### config.mk
export PLATFORM = sky130hd
export DESIGN_NAME = circular_buffer_deque
export DESIGN_NICKNAME = d
export VERILOG_FILES = /design/src/design/cbd_pkg.sv /design/src/design/cbd_cell.sv /design/src/design/circular_buffer_deque.sv
export SDC_FILE = /design/constraint.sdc
export NUM_CORES = 1
export LEC_CHECK = 0
export ABC_AREA = 1
export BUFFER_PORTS_ARGS = -buffer_cell sky130_fd_sc_hd__buf_4
export CORE_MARGIN = 4
export CORE_UTILIZATION = 55
export DETAILED_ROUTE_END_ITERATION = 8
export MAX_ROUTING_LAYER = met4
export PLACE_DENSITY_LB_ADDON = 0.1
export RECOVER_POWER = 100
export SLEW_MARGIN = 10
export SYNTH_ARGS = -nofsm -noshare
export SYNTH_HDL_FRONTEND = slang
export SYNTH_SLANG_ARGS = --single-unit
### constraint.sdc
create_clock -name clk_i -period 5.3 [get_ports clk_i]
set_clock_uncertainty 0.1 [all_clocks]
set_input_delay 0 -clock clk_i [delete_from_list [all_inputs] [get_ports clk_i]]
set_output_delay 0 -clock clk_i [all_outputs]
set_load 0.01 [all_outputs]
### src/design/cbd_pkg.sv
// Shared operation codes and cell control type for the deque.
package cbd_pkg;

  localparam int OP_W = 3;

  localparam logic [OP_W-1:0] OP_PUSH_BACK  = 3'd0;
  localparam logic [OP_W-1:0] OP_PUSH_FRONT = 3'd1;
  localparam logic [OP_W-1:0] OP_POP_BACK   = 3'd2;
  localparam logic [OP_W-1:0] OP_POP_FRONT  = 3'd3;
  localparam logic [OP_W-1:0] OP_QUERY      = 3'd4;

  // Broadcast to every cell of the chain at the same time.
  typedef struct packed {
    logic shift_up;    // take the word of the lower neighbor (push front)
    logic shift_down;  // take the word of the upper neighbor (pop front)
  } cell_ctl_t;

endpackage

### src/design/cbd_cell.sv
// One storage cell of the deque chain.
module cbd_cell #(
  parameter int W = 32
) (
  input  logic                clk_i,
  input  cbd_pkg::cell_ctl_t  ctl_i,
  input  logic                wr_i,     // load the pushed word here
  input  logic                rd_i,     // this cell holds the back word
  input  logic [W-1:0]        push_i,
  input  logic [W-1:0]        below_i,
  input  logic [W-1:0]        above_i,
  output logic [W-1:0]        data_o,
  output logic [W-1:0]        tap_o
);

  logic [W-1:0] data_q;
  logic [W-1:0] data_d;

  always_comb begin
    data_d = data_q;
    if (ctl_i.shift_up) begin
      data_d = below_i;
    end else if (ctl_i.shift_down) begin
      data_d = above_i;
    end else if (wr_i) begin
      data_d = push_i;
    end
  end

  always_ff @(posedge clk_i) begin
    data_q <= data_d;
  end

  assign data_o = data_q;
  assign tap_o  = rd_i ? data_q : '0;

endmodule

### src/design/circular_buffer_deque.sv
// Top level of the double-ended queue built as a chain of word cells.
//
//  channel | dir | fields (low bit first)                              | handshake
//  --------+-----+------------------------------------------------------+-----------------------
//  s_axis  | in  | op[2:0], push_value[34:3], zero pad to 40 bits         | tvalid & tready
//  m_axis  | out | ok, front[32:1], back[64:33], count[68:65],            | tvalid & tready
//          |     | empty[69], full[70], zero pad to 72 bits               |
//
// Per transaction, the cell chain and count update at the accept edge and set the busy
// flag; the busy flag then loads the result register, with the back word gathered from
// the cells through an AND-OR of their taps.
// rst_ni clears the count, the busy flag and the result valid; cell words are not reset.
// A stalled result holds in its register; the next transaction is taken in the same
// cycle that the result drains.
module circular_buffer_deque #(
  parameter int DEPTH      = 8,
  parameter int DATA_WIDTH = 32
) (
  input  logic        clk_i,
  input  logic        rst_ni,
  input  logic        s_axis_tvalid,
  output logic        s_axis_tready,
  input  logic [39:0] s_axis_tdata,   // op[2:0], push_value[34:3]
  output logic        m_axis_tvalid,
  input  logic        m_axis_tready,
  output logic [71:0] m_axis_tdata    // ok, front, back, count, empty, full
);

  localparam int SW = (DATA_WIDTH < 32) ? DATA_WIDTH : 32;  // stored word width
  localparam int CW = $clog2(DEPTH + 1);
  localparam logic [CW-1:0] FULL_CNT = CW'(DEPTH);

  logic          accept;
  logic [2:0]    op;
  logic [SW-1:0] push_val;
  logic          is_full_now;
  logic          is_empty_now;

  logic [CW-1:0] count_q, count_d;
  logic          pend_q;
  logic          ok_q, ok_d;
  logic          m_tvalid_q;
  logic [71:0]   m_tdata_q;

  cbd_pkg::cell_ctl_t ctl;
  logic          wr_back;

  logic [SW-1:0] cell_data [DEPTH];
  logic [SW-1:0] cell_tap  [DEPTH];
  logic [SW-1:0] back_word;

  assign op       = s_axis_tdata[2:0];
  assign push_val = s_axis_tdata[3 +: SW];

  // Take a new transaction only when no result is pending and the output is free.
  assign s_axis_tready = !pend_q && (!m_tvalid_q || m_axis_tready);
  assign accept        = s_axis_tvalid && s_axis_tready;

  assign is_full_now  = (count_q == FULL_CNT);
  assign is_empty_now = (count_q == '0);

  // Decode the operation; refused ones leave the chain and count alone.
  always_comb begin
    ctl     = '0;
    wr_back = 1'b0;
    ok_d    = 1'b0;
    count_d = count_q;
    if (accept) begin
      case (op)
        cbd_pkg::OP_PUSH_BACK: begin
          if (!is_full_now) begin
            wr_back = 1'b1;
            count_d = count_q + 1'b1;
            ok_d    = 1'b1;
          end
        end
        cbd_pkg::OP_PUSH_FRONT: begin
          if (!is_full_now) begin
            ctl.shift_up = 1'b1;
            count_d      = count_q + 1'b1;
            ok_d         = 1'b1;
          end
        end
        cbd_pkg::OP_POP_BACK: begin
          if (!is_empty_now) begin
            count_d = count_q - 1'b1;
            ok_d    = 1'b1;
          end
        end
        cbd_pkg::OP_POP_FRONT: begin
          if (!is_empty_now) begin
            ctl.shift_down = 1'b1;
            count_d        = count_q - 1'b1;
            ok_d           = 1'b1;
          end
        end
        cbd_pkg::OP_QUERY: begin
          ok_d = 1'b1;
        end
        default: begin
          ok_d = 1'b0;
        end
      endcase
    end
  end

  // Cell 0 is the front; the back sits at cell count-1.
  for (genvar i = 0; i < DEPTH; i++) begin : g_cell
    logic [SW-1:0] below;
    logic [SW-1:0] above;
    if (i == 0) begin : g_first
      assign below = push_val;
    end else begin : g_mid
      assign below = cell_data[i-1];
    end
    if (i == DEPTH - 1) begin : g_last
      assign above = cell_data[i];
    end else begin : g_inner
      assign above = cell_data[i+1];
    end

    cbd_cell #(.W(SW)) u_cell (
      .clk_i  (clk_i),
      .ctl_i  (ctl),
      .wr_i   (wr_back && (count_q == CW'(i))),
      .rd_i   (count_q == CW'(i + 1)),
      .push_i (push_val),
      .below_i(below),
      .above_i(above),
      .data_o (cell_data[i]),
      .tap_o  (cell_tap[i])
    );
  end

  // Gather the back word; at most one cell taps out, none when empty.
  always_comb begin
    back_word = '0;
    for (int k = 0; k < DEPTH; k++) begin
      back_word = back_word | cell_tap[k];
    end
  end

  logic [SW+31:0] front_ext;
  logic [SW+31:0] back_ext;
  logic [CW+3:0]  count_ext;

  assign front_ext = {32'd0, (is_empty_now ? {SW{1'b0}} : cell_data[0])};
  assign back_ext  = {32'd0, back_word};
  assign count_ext = {4'd0, count_q};

  always_ff @(posedge clk_i or negedge rst_ni) begin
    if (!rst_ni) begin
      count_q    <= '0;
      pend_q     <= 1'b0;
      m_tvalid_q <= 1'b0;
    end else begin
      count_q <= count_d;
      pend_q  <= accept;
      if (pend_q) begin
        m_tvalid_q <= 1'b1;
      end else if (m_axis_tready) begin
        m_tvalid_q <= 1'b0;
      end
    end
  end

  // Hold the ok flag from the accept edge until the result loads.
  always_ff @(posedge clk_i) begin
    if (accept) begin
      ok_q <= ok_d;
    end
    if (pend_q) begin
      m_tdata_q <= {1'b0, is_full_now, is_empty_now, count_ext[3:0],
                    back_ext[31:0], front_ext[31:0], ok_q};
    end
  end

  assign m_axis_tvalid = m_tvalid_q;
  assign m_axis_tdata  = m_tdata_q;

  a_count_range: assert property (@(posedge clk_i) disable iff (!rst_ni)
    count_q <= FULL_CNT)
    else $error("deque count exceeds depth");

  a_pend_loads: assert property (@(posedge clk_i) disable iff (!rst_ni)
    pend_q |=> m_axis_tvalid)
    else $error("pending result not loaded");

  a_no_accept_busy: assert property (@(posedge clk_i) disable iff (!rst_ni)
    pend_q |-> !s_axis_tready)
    else $error("transaction accepted while result pending");

  a_full_push_refused: assert property (@(posedge clk_i) disable iff (!rst_ni)
    (accept && is_full_now &&
     (op == cbd_pkg::OP_PUSH_BACK || op == cbd_pkg::OP_PUSH_FRONT))
    |=> (count_q == FULL_CNT) && !ok_q)
    else $error("push on full deque changed state");

  a_empty_pop_refused: assert property (@(posedge clk_i) disable iff (!rst_ni)
    (accept && is_empty_now &&
     (op == cbd_pkg::OP_POP_BACK || op == cbd_pkg::OP_POP_FRONT))
    |=> (count_q == '0) && !ok_q)
    else $error("pop on empty deque changed state");

endmodule
==> results.toml, run 1 <==
[clock_tree]
htree_levels = 2
cts_tree = "yes"
root_buffer = "clkbuf_16"
clkTransAtPathRegs_ns = 0.06
cts_hold_buf = 42
clock_path_buffers = 3
cts_buffers = 38
clkSinkCount = 334
post_cts_buffers = 0
post_cts_resize_count = 0
insertion_delay_ns = 0.52

[power]
p_leak_uw = 0.00881
ir_drop_mv = 0.244
power_density_mw_per_mm2 = 383
p_total_uw = 7690

[finish]
drive_gt1_frac = 0.0568
area_growth_syn_to_layout_pct = 12.6
final_util = 0.631
fin_nets = 2327
antenna_cells = 0
nFillCells = 2835

[die]
ioPinCount = 118
dieArea_mm2 = 0.0353
die_x_um = 188
die_y_um = 188
rows = 65
core_mm2 = 0.0318
start_util = 0.560

[timing]
slew_headroom = -0.492
tightest_slew_ns = 2.24
fmax_mhz = 230
setup_ws_ns = 0.951
setup_violations = 0
post-route-min-period_ns = 4.35
period_share = 0.821
hold_viol_final = 0
setup_tns_ns = 0
drv_slew = 123
grt_setup_unrepaired = "false"

[route]
dr.first_iter.drc_count = 1576
wl_um = 47500
antenna_left = 0
num_vias = 14600
first_pass_iters = 5
drc_errors = 0
avgViaCountPerCell = 5.32
wl_per_cell_um = 17.3

[global_route]
grt_pass1_vias = 14000
grt_usage = 0.272
grt_max_degree = 102
antenna_found_initial = 0
gr-total-overflow = 0
grt_first_pass_wirelength_um = 75200

[worst_setup_path]
critPathKind = "reg2reg"
end_kind = "flop"
reg2reg_to = "g_cell[4].u_cell.data_o[22]"
critPathLaunchType = "flop"
path_delay_family = "buffers and inverters"
cp_num_cells = 7
critPathMaxFanout = 78
critPathArrivalTime_ns = 4.38
cpPeakStageDelay_ns = 0.90
critPathBufInv = 4
cp_cell_sequence = "inv_1, nand3_1, inv_6, buf_4, a21oi_1, o21ai_4, clkbuf_2"
required_ns = 5.33
rrSetupSlack_ns = 0.95
r2r_start = "pend_q"
worst-r2r-cell-count = 7
crit_slowest_cell = "clkbuf_2"

[logic_synthesis]
synthTopCellsByArea = "edfxtp_1 (55%), nand2_1 (19%), inv_1 (6.4%)"
syn_nets = 2221
syn_avg_cell_area_um2 = 8.20
synth_top_area_frac = 0.553
synth_enable_flop_cells = 328
netlist_instances = 2172
async_flop_share = 0.0180
yosysTopAreaCell = "edfxtp_1"
yosys_most_used_dff = "edfxtp_1"
synth_common_cells = "nand2_1 (909), edfxtp_1 (328), inv_1 (302)"
synth.most_common_cell = "nand2_1"
netlist-cell-type-count = 26
yosysSeqAreaShare = 0.561
yosys_warnings = 0
ys_seq_elements = 334
netlist_area_mm2 = 0.0178

[job]
drv_cap = 4

[outcome]
violations = "capacitance limit, slew limit"
status = "finished with violations"

[hold_path]
holdPathStages = 4
min-delay-start = "s_axis_tdata[34]"
worstHoldEndpoint = "g_cell[0].u_cell.data_o[31]"
hold_class = "in2reg"

[placed_design]
dpl_worst_slack_ns = 1.42
dp_hpwl_um = 25800
place.gp.congestion = 0.827
numPortBuffers = 111
per-layer routing:
metal / GRT usage / wire (um) / share of wire / up-vias
met5: - / 0 / 0 / -
met1: 0.373 / 20400 / 0.43 / 6699
met4: 0.0853 / 1290 / 0.027 / 0
met2: 0.426 / 21700 / 0.46 / 677
li1: - / - / - / 7108
met3: 0.0391 / 4110 / 0.086 / 98
sequential cells by signal (all words and copies together) (netlist names):
signal                cells
count_q                   4
pend_q                    1
ok_q                      1
g_cell.u_cell.data_o    256
m_axis_tvalid             1
m_axis_tdata             71
where the power goes:
group / leakage [uW] / total (uW) / switching (uW) / internal (uW)
clock: 0.000567 / 2490 / 1030 / 1450
combinational: 0.00515 / 1760 / 1290 / 473
sequential: 0.00309 / 3450 / 135 / 3310
total: 0.00881 / 7690 / 2450 / 5240
cells in the final DEF, fill, tap and decap left out, types with 39 or more instances in the layout:
cell,instances
edfxtp_1,328
o21ai_0,130
clkbuf_16,39
clkbuf_1,92
dlygate4sd3_1,42
nor2_1,103
nand3_1,226
buf_4,52
inv_1,299
nand2_1,910
metrics by stage:
step | hold slack (ns) | cells | cell area, um2
2_1_floorplan | -0.396 | 2172 | 17800
3_3_place_gp | -0.290 | 2631 | 18900
3_5_place_dp | -0.289 | 2631 | 18900
4_1_cts | 0.219 | 2742 | 20500
5_1_grt | 0.230 | 2742 | 20100
6_report | 0.220 | 2742 | 20100
worst min-delay path, cell delays in order:
cell and delay (ns):
dlygate4sd3_1 0.52, buf_4 0.11, nand2_1 0.05, nand2_1 0.05
area by class of cell:
class | instances | area (um2) | area share
clock inverter | 16 | 126 | 0.00630
timing repair buffer | 178 | 1170 | 0.0581
sequential | 334 | 10000 | 0.499
inverter | 304 | 1150 | 0.0572
multi-input combinational | 1422 | 6050 | 0.301
clock buffer | 53 | 1030 | 0.0513
tap | 435 | 544 | 0.0271
logic make-up (layout without fill, tap and decap cells):
logic type | count (synthesis) | count (layout) | share of synthesized area
xor gates and xnor gates | 3 | 3 | 0.00147
DFF | 334 | 334 | 0.561
and+or+nand+nor | 1252 | 1252 | 0.290
AOI/OAI and AO/OA | 161 | 161 | 0.0465
buffers and inverters | 416 | 551 | 0.0971
adders and majority gates | 5 | 5 | 0.00351
other | 1 | 1 | 0.000210
how the worst max path moves through the flow:
stage	from	to	slack, ns
2_1_floorplan	pend_q	g_cell[0].u_cell.data_o[0]	0.29
3_3_place_gp	pend_q	g_cell[2].u_cell.data_o[20]	1.46
3_5_place_dp	pend_q	g_cell[2].u_cell.data_o[16]	1.42
4_1_cts	pend_q	g_cell[2].u_cell.data_o[4]	1.41
5_1_grt	pend_q	g_cell[6].u_cell.data_o[9]	0.62
6_report	pend_q	g_cell[4].u_cell.data_o[22]	0.95
No activity file was read; power rests on OpenSTA's default activity.
==> run 2, diff against run 1 <==
Settings changed: ABC_AREA 1 to 0, CORE_UTILIZATION 55 to 60.
Clock period 5.3 ns to 4.07 ns, I/O delays scaled along.
==> run 2 against run 1 <==
Net effect: the run still ends with capacitance limit, slew limit left; register-to-register slack lost 0.77 ns; flip-flop and latch count is the same; hold slack gained 0.028 ns; first-iteration DRC count grew 15%; fmax grew 12%; via count shrank 24%; non-clock buffer count grew 34; routed wire length shrank 8.9%; sequential share of layout area grew 6.8 points; combinational power grew 43%; critical path depth is the same; power grew 30%; largest cell class unchanged; largest power group unchanged.
==> results.toml, run 2 <==
[global_route]
gr-total-overflow = 0
grt_max_degree = 75
grt_first_pass_wirelength_um = 65500
grt_usage = 0.309
antenna_found_initial = 0
grt_pass1_vias = 10800

[worst_setup_path]
critPathKind = "reg2reg"
end_kind = "flop"
required_ns = 4.10
critPathMaxFanout = 21
critPathArrivalTime_ns = 3.92
critPathLaunchType = "flop"

[die]
dieArea_mm2 = 0.0282
ioPinCount = 118
die_x_um = 168
rows = 58
start_util = 0.611
die_y_um = 168
core_mm2 = 0.0252

[timing]
hold_viol_final = 0
fmax_mhz = 257
setup_violations = 0
period_share = 0.955
tightest_slew_ns = 1.68
setup_ws_ns = 0.181
slew_headroom = -0.118
post-route-min-period_ns = 3.89
grt_setup_unrepaired = "false"
drv_slew = 28

[finish]
mostFrequentLayoutCells = "edfxtp_1 (328), a221o_1 (192), clkbuf_1 (103)"
design_area_mm2 = 0.0177
nFillCells = 1783
antenna_cells = 0
fin_nets = 1195
drive_gt1_frac = 0.167
multi_input_area_mm2 = 0.00485
largest_register_ff_count = 256
regArea_mm2 = 0.0100
area_growth_syn_to_layout_pct = 14.8
mostFrequentLayoutCell = "edfxtp_1"

[logic_synthesis]
synth_common_cells = "edfxtp_1 (328), a221o_1 (192), mux2_2 (67)"
netlist-cell-type-count = 40
synth_enable_flop_cells = 328
synth.most_common_cell = "edfxtp_1"
async_flop_share = 0.0180
synth_top_area_frac = 0.641
yosysTopAreaCell = "edfxtp_1"
synthTopCellsByArea = "edfxtp_1 (64%), a221o_1 (13%), mux2_2 (4.9%)"
ys_seq_elements = 334
netlist_area_mm2 = 0.0154
syn_avg_cell_area_um2 = 15.5
yosysSeqAreaShare = 0.650
netlist_instances = 990
yosys_most_used_dff = "edfxtp_1"
syn_nets = 1039
yosys_warnings = 0

[route]
drc_errors = 0
antenna_left = 0
num_vias = 11100
wl_um = 43300
first_pass_iters = 7
wl_per_cell_um = 28.9
avgViaCountPerCell = 7.38
dr.first_iter.drc_count = 1809

[job]
drv_cap = 1

[placed_design]
dpl_worst_slack_ns = 0.671
numPortBuffers = 111
place_area_mm2 = 0.0167
dp_hpwl_um = 25300
place.gp.congestion = 0.896

[clock_tree]
clock_path_buffers = 3
cts_tree = "yes"
htree_levels = 2
clkSinkCount = 334
insertion_delay_ns = 0.51
post_cts_buffers = 0
clkTransAtPathRegs_ns = 0.06
cts_buffers = 35
root_buffer = "clkbuf_16"

[power]
p_leak_uw = 0.00593
power_density_mw_per_mm2 = 565
ir_drop_mv = 0.400
p_total_uw = 9970

[outcome]
status = "finished with violations"
violations = "capacitance limit, slew limit"

[hold_path]
hold_class = "in2reg"
-- run 2: critical path, stage by stage, from the launching register on --
cell	delay, ns
dfrtp_1	0.45
inv_1	0.15
ha_1	0.60
clkbuf_1	1.05
and2_0	0.27
nand3_1	0.08
nand2_1	0.10
buf_2	0.69
-- run 2: per-layer routing --
metal / GRT usage / wire length (um) / vias to the layer above
li1: - / - / 4620
met1: 0.422 / 16200 / 5469
met2: 0.470 / 20300 / 843
met3: 0.0556 / 5050 / 132
met4: 0.116 / 1670 / 0
met5: - / 0 / -
-- run 2: worst paths after layout --
path | start | endpoint | slack (ns) | cells after the start
worst max register to register | count_q[0] | g_cell[2].u_cell.data_o[19] | 0.18 | 7
worst min register to register | ok_q | m_axis_tdata[0] | 0.32 | 0
min in group asynchronous | rst_ni | count_q[3] | 0.42 | 3
max in group asynchronous | rst_ni | pend_q | 3.13 | 3
worst min-delay path | s_axis_tdata[30] | g_cell[0].u_cell.data_o[27] | 0.25 | 3
worst max-delay path | count_q[0] | g_cell[2].u_cell.data_o[19] | 0.18 | 7
-- run 2: repair_timing --
action / in CTS / in global routing
gates resized for setup: 0 / 0
endpoints found under the hold margin: 78 / 0
endpoints found under the setup margin: 0 / 0
hold buffers: 41 / 0
-- run 2: power by group --
part / leakage (uW) / internal [uW] / total, uW / switching, uW
logic: 0.00232 / 850 / 2520 / 1670
clock network: 0.000522 / 1770 / 3030 / 1250
registers: 0.00309 / 4250 / 4420 / 166
total: 0.00593 / 6880 / 9970 / 3090
-- run 2: cells by family (layout without fill, tap and decap cells) --
| family | count (synthesis) | count (layout) | share of synthesized area |
|---|---|---|---|
| AOI/OAI and AO/OA | 363 | 363 | 0.211 |
| xor gates and xnor gates | 4 | 4 | 0.00228 |
| adders and majority gates | 5 | 5 | 0.00407 |
| buffers and inverters | 97 | 276 | 0.0349 |
| DFF | 334 | 334 | 0.650 |
| muxes | 84 | 84 | 0.0610 |
| other | 1 | 1 | 0.000244 |
| and+or+nand+nor | 102 | 102 | 0.0362 |
-- run 2: area by class of cell --
cell class / count / share of cell area
Clock buffer: 50 / 0.0569
Tap cell: 330 / 0.0234
Inverter: 4 / 0.000850
Sequential cell: 334 / 0.567
Timing Repair Buffer: 212 / 0.0738
Multi-Input combinational cell: 559 / 0.274
Clock inverter: 10 / 0.00397
-- run 2: metrics by stage --
stage | TNS [ns] | cells | utilization | hold slack, ns
2_1_floorplan | -31.83 | 990 | - | -0.396
3_3_place_gp | 0 | 1398 | 0.662 | -0.282
3_5_place_dp | 0 | 1398 | 0.662 | -0.279
4_1_cts | 0 | 1499 | 0.721 | 0.228
5_1_grt | 0 | 1499 | 0.701 | 0.254
6_report | 0 | 1499 | 0.701 | 0.248
